## config.mk

```make
export PLATFORM = sky130hd
export DESIGN_NAME = ibm_ieee_float_converter
export DESIGN_NICKNAME = d
export VERILOG_FILES = /design/src/design/ibm_ieee_float_converter_pkg.sv /design/src/design/ibm_ieee_float_converter.sv
export SDC_FILE = /design/constraint.sdc
export NUM_CORES = 1
export LEC_CHECK = 0
export BUFFER_PORTS_ARGS = -buffer_cell sky130_fd_sc_hd__buf_2
export CAP_MARGIN = 20
export CORE_MARGIN = 2
export CORE_UTILIZATION = 55
export CTS_CLUSTER_SIZE = 14
export DETAILED_ROUTE_END_ITERATION = 12
export GPL_ROUTABILITY_DRIVEN = 0
export GPL_TIMING_DRIVEN = 0
export MAX_ROUTING_LAYER = met4
export PLACE_DENSITY_LB_ADDON = 0.08
export SYNTH_ARGS = -nofsm -noshare
export SYNTH_HDL_FRONTEND = slang
export SYNTH_SLANG_ARGS = --single-unit
```

## constraint.sdc

```tcl
create_clock -name clk_i -period 5.78 [get_ports clk_i]
set_clock_uncertainty 0.05 [all_clocks]
set_input_delay 0.578 -clock clk_i [delete_from_list [all_inputs] [get_ports clk_i]]
set_output_delay 0.578 -clock clk_i [all_outputs]
set_load 0.05 [all_outputs]
```

## src/design/ibm_ieee_float_converter_pkg.sv

```systemverilog
package ibfc_pkg;

  typedef struct packed {
    logic        command;
    logic [31:0] operand_word;
  } in_beat_t;

  typedef struct packed {
    logic [31:0] result_word;
    logic        overflowed;
    logic        precision_lost;
  } out_beat_t;

  localparam logic CmdIbmToIeee = 1'b0;
  localparam logic CmdIeeeToIbm = 1'b1;

  // position of the highest set bit of a 24-bit value, 0 when zero
  function automatic logic [4:0] top_bit24(input logic [23:0] v);
    logic [4:0] p;
    p = 5'd0;
    for (int i = 0; i < 24; i++) begin
      if (v[i]) p = 5'(i);
    end
    return p;
  endfunction

endpackage

```

## src/design/ibm_ieee_float_converter.sv

```systemverilog
// IBM hex float / IEEE single converter.
// Input channel: in_valid_i, in_stall_o, in_data_i (command, operand_word).
// Output channel: out_valid_o, out_stall_i, out_data_o (result_word,
// overflowed, precision_lost). command 0 turns an IBM word into IEEE single,
// command 1 turns an IEEE single into an IBM word.
// An accepted input beat is registered in stages 1, 2 and 3 before its result beat.
// Throughput is one beat per cycle while out_stall_i is low: the pipeline has
// three stages (leading bit search, shift, round and pack), one item each.
// When the receiver stalls, the full stages hold and empty stages still fill;
// in_stall_o is high only while all three stages are full and the output
// stage is stalled.
// Reset clears every valid bit; payload registers are not reset.
module ibm_ieee_float_converter (
  input  logic                clk_i,
  input  logic                rst_ni,
  input  logic                in_valid_i,
  output logic                in_stall_o,
  input  ibfc_pkg::in_beat_t  in_data_i,
  output logic                out_valid_o,
  input  logic                out_stall_i,
  output ibfc_pkg::out_beat_t out_data_o
);
  import ibfc_pkg::*;

  logic v1_q, v2_q, v3_q;
  logic adv1, adv2, adv3;

  assign adv3 = !v3_q || !out_stall_i;
  assign adv2 = !v2_q || adv3;
  assign adv1 = !v1_q || adv2;
  assign in_stall_o = !adv1;

  always_ff @(posedge clk_i or negedge rst_ni) begin
    if (!rst_ni) begin
      v1_q <= 1'b0;
      v2_q <= 1'b0;
      v3_q <= 1'b0;
    end else begin
      if (adv1) v1_q <= in_valid_i;
      if (adv2) v2_q <= v1_q;
      if (adv3) v3_q <= v2_q;
    end
  end

  // stage 1: unpack and find leading bit
  logic        s1_cmd_q, s1_sign_q;
  logic [23:0] s1_mag_q;
  logic [4:0]  s1_msb_q;
  logic [7:0]  s1_ex_q;
  logic        s1_zero_q, s1_nan_q, s1_inf_q;

  logic [23:0] mag_d;
  always_comb begin
    if (in_data_i.command == CmdIbmToIeee) begin
      mag_d = in_data_i.operand_word[23:0];
    end else if (in_data_i.operand_word[30:23] != 8'd0) begin
      mag_d = {1'b1, in_data_i.operand_word[22:0]};
    end else begin
      mag_d = {1'b0, in_data_i.operand_word[22:0]};
    end
  end

  always_ff @(posedge clk_i) begin
    if (adv1) begin
      s1_cmd_q  <= in_data_i.command;
      s1_sign_q <= in_data_i.operand_word[31];
      s1_mag_q  <= mag_d;
      s1_msb_q  <= top_bit24(mag_d);
      s1_ex_q   <= (in_data_i.command == CmdIbmToIeee) ?
                   {1'b0, in_data_i.operand_word[30:24]} : in_data_i.operand_word[30:23];
      s1_zero_q <= (mag_d == 24'd0);
      s1_nan_q  <= (in_data_i.command == CmdIeeeToIbm) &&
                   (in_data_i.operand_word[30:23] == 8'hFF) &&
                   (in_data_i.operand_word[22:0] != 23'd0);
      s1_inf_q  <= (in_data_i.command == CmdIeeeToIbm) &&
                   (in_data_i.operand_word[30:23] == 8'hFF) &&
                   (in_data_i.operand_word[22:0] == 23'd0);
    end
  end

  // stage 2: exponent and shift
  logic        s2_cmd_q, s2_sign_q, s2_zero_q, s2_nan_q, s2_inf_q;
  logic        s2_ovf_q, s2_norm_q;
  logic [7:0]  s2_exp_q;
  logic [23:0] s2_frac_q;
  logic [23:0] s2_rem_q;
  logic [23:0] s2_half_q;
  logic        s2_remhi_q;

  logic signed [11:0] ex_ibm, sh_ibm, q_ieee, s_ieee;
  logic [9:0]         qq;
  logic [23:0]        frac_d, rem_d, half_d;
  logic               remhi_d;
  logic [7:0]         exp_d;
  logic               ovf_d, norm_d;
  logic [5:0]         r;

  always_comb begin
    ex_ibm  = 12'(s1_msb_q) + 12'({s1_ex_q, 2'b00}) - 12'sd153;
    sh_ibm  = 12'({s1_ex_q, 2'b00}) - 12'sd131;
    q_ieee  = 12'(s1_msb_q) + ((s1_ex_q != 8'd0) ? 12'(s1_ex_q) - 12'sd150 : -12'sd149);
    qq      = 10'(q_ieee + 12'sd152);
    s_ieee  = 12'sd20 + 12'(qq[1:0]) - 12'(s1_msb_q);
    frac_d  = 24'd0;
    rem_d   = 24'd0;
    half_d  = 24'd0;
    remhi_d = 1'b0;
    exp_d   = 8'd0;
    ovf_d   = 1'b0;
    norm_d  = 1'b0;
    r       = 6'd0;
    if (s1_cmd_q == CmdIbmToIeee) begin
      if (ex_ibm >= 12'sd255) begin
        ovf_d = 1'b1;
      end else if (ex_ibm >= 12'sd1) begin
        norm_d = 1'b1;
        exp_d  = ex_ibm[7:0];
        frac_d = s1_mag_q << (5'd23 - s1_msb_q);
      end else if (sh_ibm >= 12'sd0) begin
        frac_d = s1_mag_q << sh_ibm[4:0];
      end else if (sh_ibm <= -12'sd32) begin
        remhi_d = 1'b1;
      end else begin
        r      = 6'(-sh_ibm);
        frac_d = 24'(s1_mag_q >> r);
        rem_d  = s1_mag_q & 24'((33'd1 << r) - 33'd1);
        half_d = 24'(33'd1 << (r - 6'd1));
      end
    end else begin
      exp_d = 8'(7'd27 + 7'(qq[9:2]));
      if (s_ieee >= 12'sd0) begin
        frac_d = s1_mag_q << s_ieee[4:0];
      end else begin
        r      = 6'(-s_ieee);
        frac_d = s1_mag_q >> r;
        rem_d  = s1_mag_q & 24'((25'd1 << r) - 25'd1);
      end
    end
  end

  always_ff @(posedge clk_i) begin
    if (adv2) begin
      s2_cmd_q   <= s1_cmd_q;
      s2_sign_q  <= s1_sign_q;
      s2_zero_q  <= s1_zero_q;
      s2_nan_q   <= s1_nan_q;
      s2_inf_q   <= s1_inf_q;
      s2_ovf_q   <= ovf_d;
      s2_norm_q  <= norm_d;
      s2_exp_q   <= exp_d;
      s2_frac_q  <= frac_d;
      s2_rem_q   <= rem_d;
      s2_half_q  <= half_d;
      s2_remhi_q <= remhi_d;
    end
  end

  // stage 3: round and pack
  out_beat_t s3_q, s3_d;
  logic [23:0] qr;
  always_comb begin
    s3_d = '0;
    qr   = s2_frac_q;
    if (s2_cmd_q == CmdIbmToIeee) begin
      if (s2_zero_q) begin
        s3_d.result_word = {s2_sign_q, 31'd0};
      end else if (s2_ovf_q) begin
        s3_d.result_word = {s2_sign_q, 8'hFF, 23'd0};
        s3_d.overflowed  = 1'b1;
      end else if (s2_norm_q) begin
        s3_d.result_word = {s2_sign_q, s2_exp_q, s2_frac_q[22:0]};
      end else if (s2_remhi_q) begin
        s3_d.result_word    = {s2_sign_q, 31'd0};
        s3_d.precision_lost = 1'b1;
      end else begin
        // a half step past the fraction width is never reached: drop, no round
        if (s2_half_q != 24'd0 && (s2_rem_q > s2_half_q ||
            (s2_rem_q == s2_half_q && s2_frac_q[0]))) begin
          qr = s2_frac_q + 24'd1;
        end
        s3_d.result_word    = {s2_sign_q, 7'd0, qr};
        s3_d.precision_lost = (s2_rem_q != 24'd0);
      end
    end else begin
      if (s2_nan_q || s2_zero_q) begin
        s3_d.result_word = 32'd0;
      end else if (s2_inf_q) begin
        s3_d.result_word = {s2_sign_q, 31'h7FFFFFFF};
        s3_d.overflowed  = 1'b1;
      end else begin
        s3_d.result_word    = {s2_sign_q, s2_exp_q[6:0], s2_frac_q};
        s3_d.precision_lost = (s2_rem_q != 24'd0);
      end
    end
  end

  always_ff @(posedge clk_i) begin
    if (adv3) s3_q <= s3_d;
  end

  assign out_valid_o = v3_q;
  assign out_data_o  = s3_q;

endmodule

```

==> flow_summary_export.csv, run 1 <==
group,metric,value,unit
worst_hold_path,hold_path_startpoint,"in_data_i[31]",
finish,most-common-layout-cells,"155 x sky130_fd_sc_hd__mux2i_1, 146 x sky130_fd_sc_hd__edfxtp_1, 136 x sky130_fd_sc_hd__nand2_1",
logic_synthesis,synth_enable_flop_cells,146,
placement,dp.final_hpwl,35400,µm
power,totalPowerFinal,0.00604,W
routing,initialDrtViolationCount,2087,
logic_synthesis,synth.yosys.warnings,0,
logic_synthesis,synth_largest_type_area_fraction,31.2,%
floorplan,floorplan.die_area,26800,µm²
critical_path,cell_with_the_largest_stage_delay_on_the_worst_path,"sky130_fd_sc_hd__fa_2",
clock_network,clock_buffers_created_by_tritoncts,17,
critical_path,reg2reg_setup_slack,0.14,ns
critical_path,timing_worst_setup_path_type,"reg -> reg",
power,p_comb_share,55.5,%
critical_path,timing.critical_path.buf_inv,5,
critical_path,worst_ep_arrival_time,5.78,ns
clock_network,cts_htree_levels,4,
clock_network,clock_insertion_delay_worst_skew,0.43,ns
critical_path,worst_setup_path_end_kind,"flip-flop",
timing,worst_margin_pin_slew,1.06,ns
timing,rsz0062_at_grt,"false",
finish,final_layout_size_suffix_gt1_share,13.7,%
clock_network,cts_tree,"yes",
power,switching_power,0.00282,W
finish,area.growth.synth_to_final,11.7,%
timing,finish_stage_setup_viols,0,
routing,post_drt_via_cell_ratio,6.76,
timing,finalHoldViolations,0,
logic_synthesis,synthTopCellsByArea,"sky130_fd_sc_hd__edfxtp_1 31%, sky130_fd_sc_hd__mux2i_1 11%, sky130_fd_sc_hd__ha_1 5.4%",
finish,final_util,62.5,%
logic_synthesis,post_synthesis_net_count,1678,
critical_path,reg2reg_to,"s2_rem_q[15]",
critical_path,cp_data_required_time,5.92,ns
status,status,"complete, no violations",
critical_path,worst_path_largest_cell_delay,0.62,ns
job,drv.max_cap_violation_count,0,
clock_network,cts.sinks,149,
routing,final_antenna_net_count,0,
logic_synthesis,synth.avg_cell_area,8.90,µm²
global_routing,grt_max_degree,70,
power,power_per_cell_area,385,nW/µm²
logic_synthesis,async_flop_share,2.01,%
placement,place.port_buffers,72,
floorplan,coreArea,25100,µm²
worst_hold_path,holdCritPathClass,"in -> reg",
logic_synthesis,synth_cell_types,99,
power,cellInternalPower,0.00322,W
global_routing,globalRouteOverflowTotal,0,
floorplan,initial_core_util,55.9,%
clock_network,clk_path_buf_depth,2,
power,seq_pwr_share,26.6,%
worst_hold_path,worst_hold_path.num_cells,1,
routing,wl_per_cell,23.5,µm
finish,seqCellArea,4460,µm²
logic_synthesis,synthesis.area,14000,µm²
floorplan,pin_count,73,
finish,final.fill_count,2218,
routing,routed-via-count,13600,
timing,finalWorstPathRequiredPeriod,5.64,ns
logic_synthesis,synthFlopType,"sky130_fd_sc_hd__edfxtp_1",
global_routing,grt_use_total,36.4,%
timing,timing_max_transition_violations_final,0,
routing,detailedRoute.firstPassIterationCount,9,
power,vdd_ir_drop_max,190,µV
routing,remaining_drc_errors,0,
critical_path,crit_path_max_fanout,11,
global_routing,number_of_antenna_violations_at_the_first_check_in_global_routing,2,
clock_network,cts.clk_slew.worst_paths,0.08,ns
timing,fin_tns_setup,0,ns
finish,area_occupied_by_multi_input_gates,9000,µm²
floorplan,die_height,164,µm
clock_network,clock_root_buffer,"sky130_fd_sc_hd__clkbuf_16",
timing,max-slew-margin-rel,29.1,%
timing,max_clock_freq,177,MHz
finish,final_nets,1777,
logic_synthesis,synthesis.instances,1576,
global_routing,via_count_of_the_first_global_routing_pass,12500,
floorplan,die_x,164,µm
timing,holdWs,0.269,ns
critical_path,path_delay_family,"adder cells",
power,switching_share_of_power,46.7,%
global_routing,grt_pass1_wl,71800,µm
finish,mostFrequentLayoutCell,"sky130_fd_sc_hd__mux2i_1",
logic_synthesis,synth-seq-area-share,31.8,%
routing,finalWirelength,47500,µm
critical_path,critPathLaunchType,"flip-flop",
logic_synthesis,yosys_register_bits,149,
critical_path,regToRegStartpoint,"s1_ex_q[7]",
critical_path,r2r_cells,20,
timing,timing.final.crit_share,97.6,%
worst_hold_path,timing.hold.worst_endpoint,"s1_sign_q",
power,static-leakage-power,6.35,nW
logic_synthesis,synth_top_cell_by_area,"sky130_fd_sc_hd__edfxtp_1",
power,clkPwrFrac,17.9,%
critical_path,worstPathCellList,"inv_1, ha_1, and4bb_2, nand2_4, nand2_1, ha_2, fa_1, inv_1, fa_2, buf_6, inv_2, buf_6, ha_1, or3_4, a31oi_2, a311o_1, a31oi_2, o2111a_1, o311a_1, a31o_1",
floorplan,floorplan.rows,58,
==> worst register-to-register path: stages (launching register included) <==
cell and delay, ns:
sky130_fd_sc_hd__edfxtp_1 0.54, sky130_fd_sc_hd__inv_1 0.19, sky130_fd_sc_hd__ha_1 0.25, sky130_fd_sc_hd__and4bb_2 0.28, sky130_fd_sc_hd__nand2_4 0.12, sky130_fd_sc_hd__nand2_1 0.08, sky130_fd_sc_hd__ha_2 0.23, sky130_fd_sc_hd__fa_1 0.51
sky130_fd_sc_hd__inv_1 0.07, sky130_fd_sc_hd__fa_2 0.62, sky130_fd_sc_hd__buf_6 0.17, sky130_fd_sc_hd__inv_2 0.13, sky130_fd_sc_hd__buf_6 0.19, sky130_fd_sc_hd__ha_1 0.24, sky130_fd_sc_hd__or3_4 0.43, sky130_fd_sc_hd__a31oi_2 0.20
sky130_fd_sc_hd__a311o_1 0.15, sky130_fd_sc_hd__a31oi_2 0.16, sky130_fd_sc_hd__o2111a_1 0.28, sky130_fd_sc_hd__o311a_1 0.31, sky130_fd_sc_hd__a31o_1 0.20
==> layout make-up <==
type | instances | area share [%]
timing repair buffer | 84 | 3.30
sequential | 149 | 28.4
buffer | 112 | 3.15
multi-input combinational | 1251 | 57.4
clock buffer | 17 | 2.71
tap | 330 | 2.63
antenna | 2 | 0.0319
clock inverter | 15 | 0.886
inverter | 60 | 1.44
==> cell usage after synthesis, types with 14 or more instances <==
cell type                  instances
sky130_fd_sc_hd__a21oi_1          72
sky130_fd_sc_hd__a31oi_1          17
sky130_fd_sc_hd__and2_1           21
sky130_fd_sc_hd__and3_1           20
sky130_fd_sc_hd__buf_2            19
sky130_fd_sc_hd__clkbuf_1         85
sky130_fd_sc_hd__edfxtp_1        146
sky130_fd_sc_hd__ha_1             61
sky130_fd_sc_hd__inv_1            54
sky130_fd_sc_hd__mux2_2           26
sky130_fd_sc_hd__mux2i_1         156
sky130_fd_sc_hd__nand2_1         138
sky130_fd_sc_hd__nand3_1          55
sky130_fd_sc_hd__nor2_1          124
sky130_fd_sc_hd__nor2b_1          14
sky130_fd_sc_hd__nor3_1           35
sky130_fd_sc_hd__nor4_1           16
sky130_fd_sc_hd__o211ai_1         19
sky130_fd_sc_hd__o21ai_0          97
sky130_fd_sc_hd__o22ai_1          38
sky130_fd_sc_hd__or3_1            20
sky130_fd_sc_hd__xnor2_1          19
==> state kept, by name, indices dropped and copies added, names as in the netlist <==
register and cells:
out_data_o 34, s1_mag_q 24, s2_frac_q 24, s2_rem_q 24, s1_ex_q 8, s2_exp_q 8
s2_half_q 6, s1_msb_q 5, out_valid_o 1, s1_cmd_q 1, s1_inf_q 1, s1_nan_q 1
s1_sign_q 1, s1_zero_q 1, s2_cmd_q 1, s2_inf_q 1, s2_nan_q 1, s2_norm_q 1
s2_ovf_q 1, s2_remhi_q 1, s2_sign_q 1, s2_zero_q 1, v1_q 1, v2_q 1
==> power groups by stage <==
stage	logic, W	clock network (W)	registers [W]
after floorplan	0.00211	0	0.00178
after global placement	0.00307	0	0.00163
after detailed placement	0.00310	0	0.00163
after CTS	0.00320	0.00109	0.00160
after global routing	0.00356	0.00115	0.00163
final	0.00335	0.00108	0.00161
==> worst max-delay path by stage <==
stage	startpoint	endpoint	slack, ns	cells past startpoint
after floorplan	s1_ex_q[0]	s2_rem_q[15]	0.13	22
after global placement	s1_ex_q[0]	s2_frac_q[17]	-1.66	22
after detailed placement	s1_ex_q[0]	s2_frac_q[17]	-1.65	22
after CTS	s1_ex_q[0]	s2_rem_q[14]	0.04	23
after global routing	s1_ex_q[0]	s2_rem_q[10]	0.02	25
final	s1_ex_q[7]	s2_rem_q[15]	0.14	20
==> logic make-up after synthesis <==
group	after synthesis	synth area share, %
XOR/XNOR	34	2.28
multiplexers	192	14.8
flip-flops	149	31.8
AO/OA/AOI/OAI	436	21.5
adder cells (fa/ha/maj)	66	6.08
AND/OR/NAND/NOR	523	18.7
buffers and inverters	176	4.90
==> through the flow <==
| step | worst slack, ns | area (µm²) | std cells |
|---|---|---|---|
| after floorplan | 0.129 | 14000 | 1576 |
| after global placement | -1.66 | 14800 | 1978 |
| after detailed placement | -1.65 | 14900 | 1983 |
| after CTS | 0.0435 | 15600 | 2016 |
| after global routing | 0.0186 | 15700 | 2020 |
| final | 0.140 | 15700 | 2020 |
==> metal layers <==
layer / track usage (%) / share of wire [%] / up-vias
met5: - / 0 / -
met4: 19.9 / 6.1 / 0
met3: 9.37 / 11 / 224
met2: 52.4 / 42 / 883
met1: 46.8 / 40 / 6323
li1: - / - / 6217
==> what timing repair did <==
action,CTS,global route
endpoints found under the hold margin,3,0
cloned,0,0
hold buffers,1,0
pin swaps,1,0
gates resized for setup,33,10
setup buffers,3,2
setup endpoints to repair,48,30
Power figures use the tool's default switching activity.
==> inputs of run 2 (changes only) <==
--- a/config.mk
+++ b/config.mk
@@ -8,7 +8,7 @@
 export BUFFER_PORTS_ARGS = -buffer_cell sky130_fd_sc_hd__buf_2
 export CAP_MARGIN = 20
 export CORE_MARGIN = 2
-export CORE_UTILIZATION = 55
+export CORE_UTILIZATION = 28
 export CTS_CLUSTER_SIZE = 14
 export DETAILED_ROUTE_END_ITERATION = 12
 export GPL_ROUTABILITY_DRIVEN = 0
==> run 2 against run 1 <==
  * Global-route usage decreased by 14 points
  * First-iteration DRC count decreased by 37%
  * Worst setup slack got worse by 0.041 ns
  * Cell count increased by 17%
  * Count of clock-buffer cells in the layout unchanged
  * Maximum frequency fell by 0.71%
  * Combinational power increased by 5%
  * Clock power grew 8%
==> flow_summary_export.csv, run 2 (synthesized netlist as in run 1, its figures left out) <==
group,metric,value,unit
worst_hold_path,hold_path_startpoint,"in_data_i[31]",
critical_path,critPathLaunchType,"flip-flop",
timing,worst_margin_pin_slew,1.20,ns
timing,finalWorstSetupSlack,0.0992,ns
critical_path,worstPathCellList,"clkbuf_8, clkinv_2, clkbuf_8, ha_2, nand2_2, nand2_1, ha_2, fa_1, inv_1, fa_2, clkbuf_8, inv_4, buf_6, ha_4, buf_2, mux2i_4, mux2i_1, mux2i_1, a22oi_1, o22ai_1",
critical_path,timing.critical_path.from,"s1_ex_q[0]",
finish,area.growth.synth_to_final,15.8,%
critical_path,path_delay_family,"adder cells",
power,power_per_cell_area,389,nW/µm²
global_routing,globalRouteOverflowTotal,0,
critical_path,worstSetupPathDepth,20,
power,vdd_ir_drop_max,193,µV
power,static-leakage-power,6.40,nW
clock_network,clk_path_buf_depth,2,
floorplan,floorplan.rows,82,
finish,final_nets,1784,
timing,finalWorstPathRequiredPeriod,5.68,ns
critical_path,worst_path_largest_cell_delay,0.64,ns
routing,final_antenna_net_count,0,
critical_path,crit_path_max_fanout,13,
finish,final.fill_count,5312,
placement,post_dp_cell_area,15300,µm²
global_routing,grt_max_degree,63,
routing,remaining_drc_errors,0,
floorplan,die_height,228,µm
critical_path,reg2reg_to,"s2_frac_q[8]",
routing,initialDrtViolationCount,1310,
finish,seqCellArea,4460,µm²
critical_path,timing_worst_setup_path_type,"reg -> reg",
timing,fin_tns_setup,0,ns
worst_hold_path,worst_hold_path.num_cells,1,
clock_network,clock_insertion_delay_worst_skew,0.48,ns
global_routing,grt_use_total,22.4,%
finish,final_layout_size_suffix_gt1_share,14.7,%
placement,pre_cts_ws,-2.00,ns
clock_network,cts.clk_slew.worst_paths,0.07,ns
timing,holdWs,0.220,ns
clock_network,cts_htree_levels,4,
finish,largest_register_ffs,34,
floorplan,initial_core_util,28.1,%
global_routing,grt_pass1_wl,84300,µm
floorplan,coreArea,49900,µm²
timing,finalHoldViolations,0,
clock_network,clock_root_buffer,"sky130_fd_sc_hd__clkbuf_16",
routing,routed-via-count,13400,
critical_path,timing.critical_path.buf_inv,8,
timing,finish_stage_setup_viols,0,
finish,final_util,32.6,%
critical_path,cell_with_the_largest_stage_delay_on_the_worst_path,"sky130_fd_sc_hd__fa_2",
finish,area_occupied_by_multi_input_gates,9070,µm²
timing,max-slew-margin-rel,20.0,%
finish,stdcell_area,16300,µm²
floorplan,die_x,228,µm
global_routing,via_count_of_the_first_global_routing_pass,12800,
floorplan,floorplan.die_area,51900,µm²
routing,post_drt_via_cell_ratio,5.64,
critical_path,r2r_cells,20,
finish,mostFrequentLayoutCell,"sky130_fd_sc_hd__mux2i_1",
routing,detailedRoute.firstPassIterationCount,5,
placement,dp.final_hpwl,44100,µm
placement,place.port_buffers,72,
timing,max_clock_freq,176,MHz
critical_path,cp_data_required_time,6.00,ns
floorplan,pin_count,73,
critical_path,reg2reg_setup_slack,0.1,ns
critical_path,regToRegStartpoint,"s1_ex_q[0]",
timing,timing_max_transition_violations_final,0,
routing,finalWirelength,57000,µm
routing,wl_per_cell,24.0,µm
clock_network,cts_tree,"yes",
job,drv.max_cap_violation_count,0,
critical_path,worst_setup_path_end_kind,"flip-flop",
critical_path,path_common_cell,"sky130_fd_sc_hd__clkbuf_8",
finish,most-common-layout-cells,"153 x sky130_fd_sc_hd__mux2i_1, 146 x sky130_fd_sc_hd__edfxtp_1, 134 x sky130_fd_sc_hd__nand2_1",
clock_network,cts.sinks,149,
timing,timing.final.crit_share,98.3,%
status,status,"complete, no violations",
worst_hold_path,holdCritPathClass,"in -> reg",
global_routing,number_of_antenna_violations_at_the_first_check_in_global_routing,3,
critical_path,worst_setup_path_endpoint,"s2_frac_q[8]",
critical_path,worst_ep_arrival_time,5.90,ns
clock_network,clock_buffers_created_by_tritoncts,17,
run 2: cell types whose count changed in the layout (fill, tap and decap cells not counted), sizes merged:
cell | previous run | this run
clkinv | 6 | 7
clkinvlp | 2 | 0
inv | 67 | 66
buf | 113 | 121
bufinv | 0 | 2
clkbuf | 99 | 98
run 2: timing repair:
action	in CTS	in global routing
setup endpoints to repair	48	38
cloned	0	0
pin swaps	1	3
endpoints found under the hold margin	3	0
gates resized for setup	39	21
hold buffers	1	0
buffers inserted	5	7
run 2: worst reg2reg max path, stage by stage (launching register included):
cell	delay, ns
sky130_fd_sc_hd__edfxtp_1	0.47
sky130_fd_sc_hd__clkbuf_8	0.19
sky130_fd_sc_hd__clkinv_2	0.13
sky130_fd_sc_hd__clkbuf_8	0.23
sky130_fd_sc_hd__ha_2	0.24
sky130_fd_sc_hd__nand2_2	0.13
sky130_fd_sc_hd__nand2_1	0.09
sky130_fd_sc_hd__ha_2	0.24
sky130_fd_sc_hd__fa_1	0.52
sky130_fd_sc_hd__inv_1	0.06
sky130_fd_sc_hd__fa_2	0.64
sky130_fd_sc_hd__clkbuf_8	0.22
sky130_fd_sc_hd__inv_4	0.09
sky130_fd_sc_hd__buf_6	0.17
sky130_fd_sc_hd__ha_4	0.38
sky130_fd_sc_hd__buf_2	0.30
sky130_fd_sc_hd__mux2i_4	0.36
sky130_fd_sc_hd__mux2i_1	0.19
sky130_fd_sc_hd__mux2i_1	0.27
sky130_fd_sc_hd__a22oi_1	0.16
sky130_fd_sc_hd__o22ai_1	0.34
run 2: cell type report:
class | instances | area share [%]
Multi-Input combinational cell | 1251 | 55.8
Sequential cell | 149 | 27.4
Tap cell | 672 | 5.17
Timing Repair Buffer | 90 | 3.25
Buffer | 113 | 3.13
Clock buffer | 17 | 2.62
Inverter | 60 | 1.41
Clock inverter | 15 | 1.13
Antenna cell | 2 | 0.0308
run 2: power by group:
part           total (W)  leakage (nW)  internal, W  switching [W]
logic            0.00353          4.53      0.00121        0.00231
clock network    0.00117         0.299     0.000652       0.000516
registers        0.00162          1.58      0.00147       0.000152
total            0.00631          6.40      0.00333        0.00298
run 2: metrics by stage:
step | instances | total power (W)
finish | 2369 | 0.00631
global route | 2367 | 0.00666
CTS | 2360 | 0.00623
detailed placement | 2325 | 0.00493
global placement | 2320 | 0.00495
floorplan | 1576 | 0.00388
run 2: worst min-delay path by stage:
stage                              to  slack, ns
after floorplan           out_valid_o       0.23
after global placement           v1_q       0.33
after detailed placement         v1_q       0.33
after CTS                   s1_sign_q       0.19
after global routing        s1_sign_q       0.20
final                       s1_sign_q       0.22
run 2: routing by layer:
layer  global-route usage (%)  wire length (µm)  up-vias
met2                     33.6             25400      537
met5                        -                 0        -
li1                         -                 -     6264
met3                     4.14              3820      101
met1                     29.3             25700     6448
met4                     9.74              2050        0
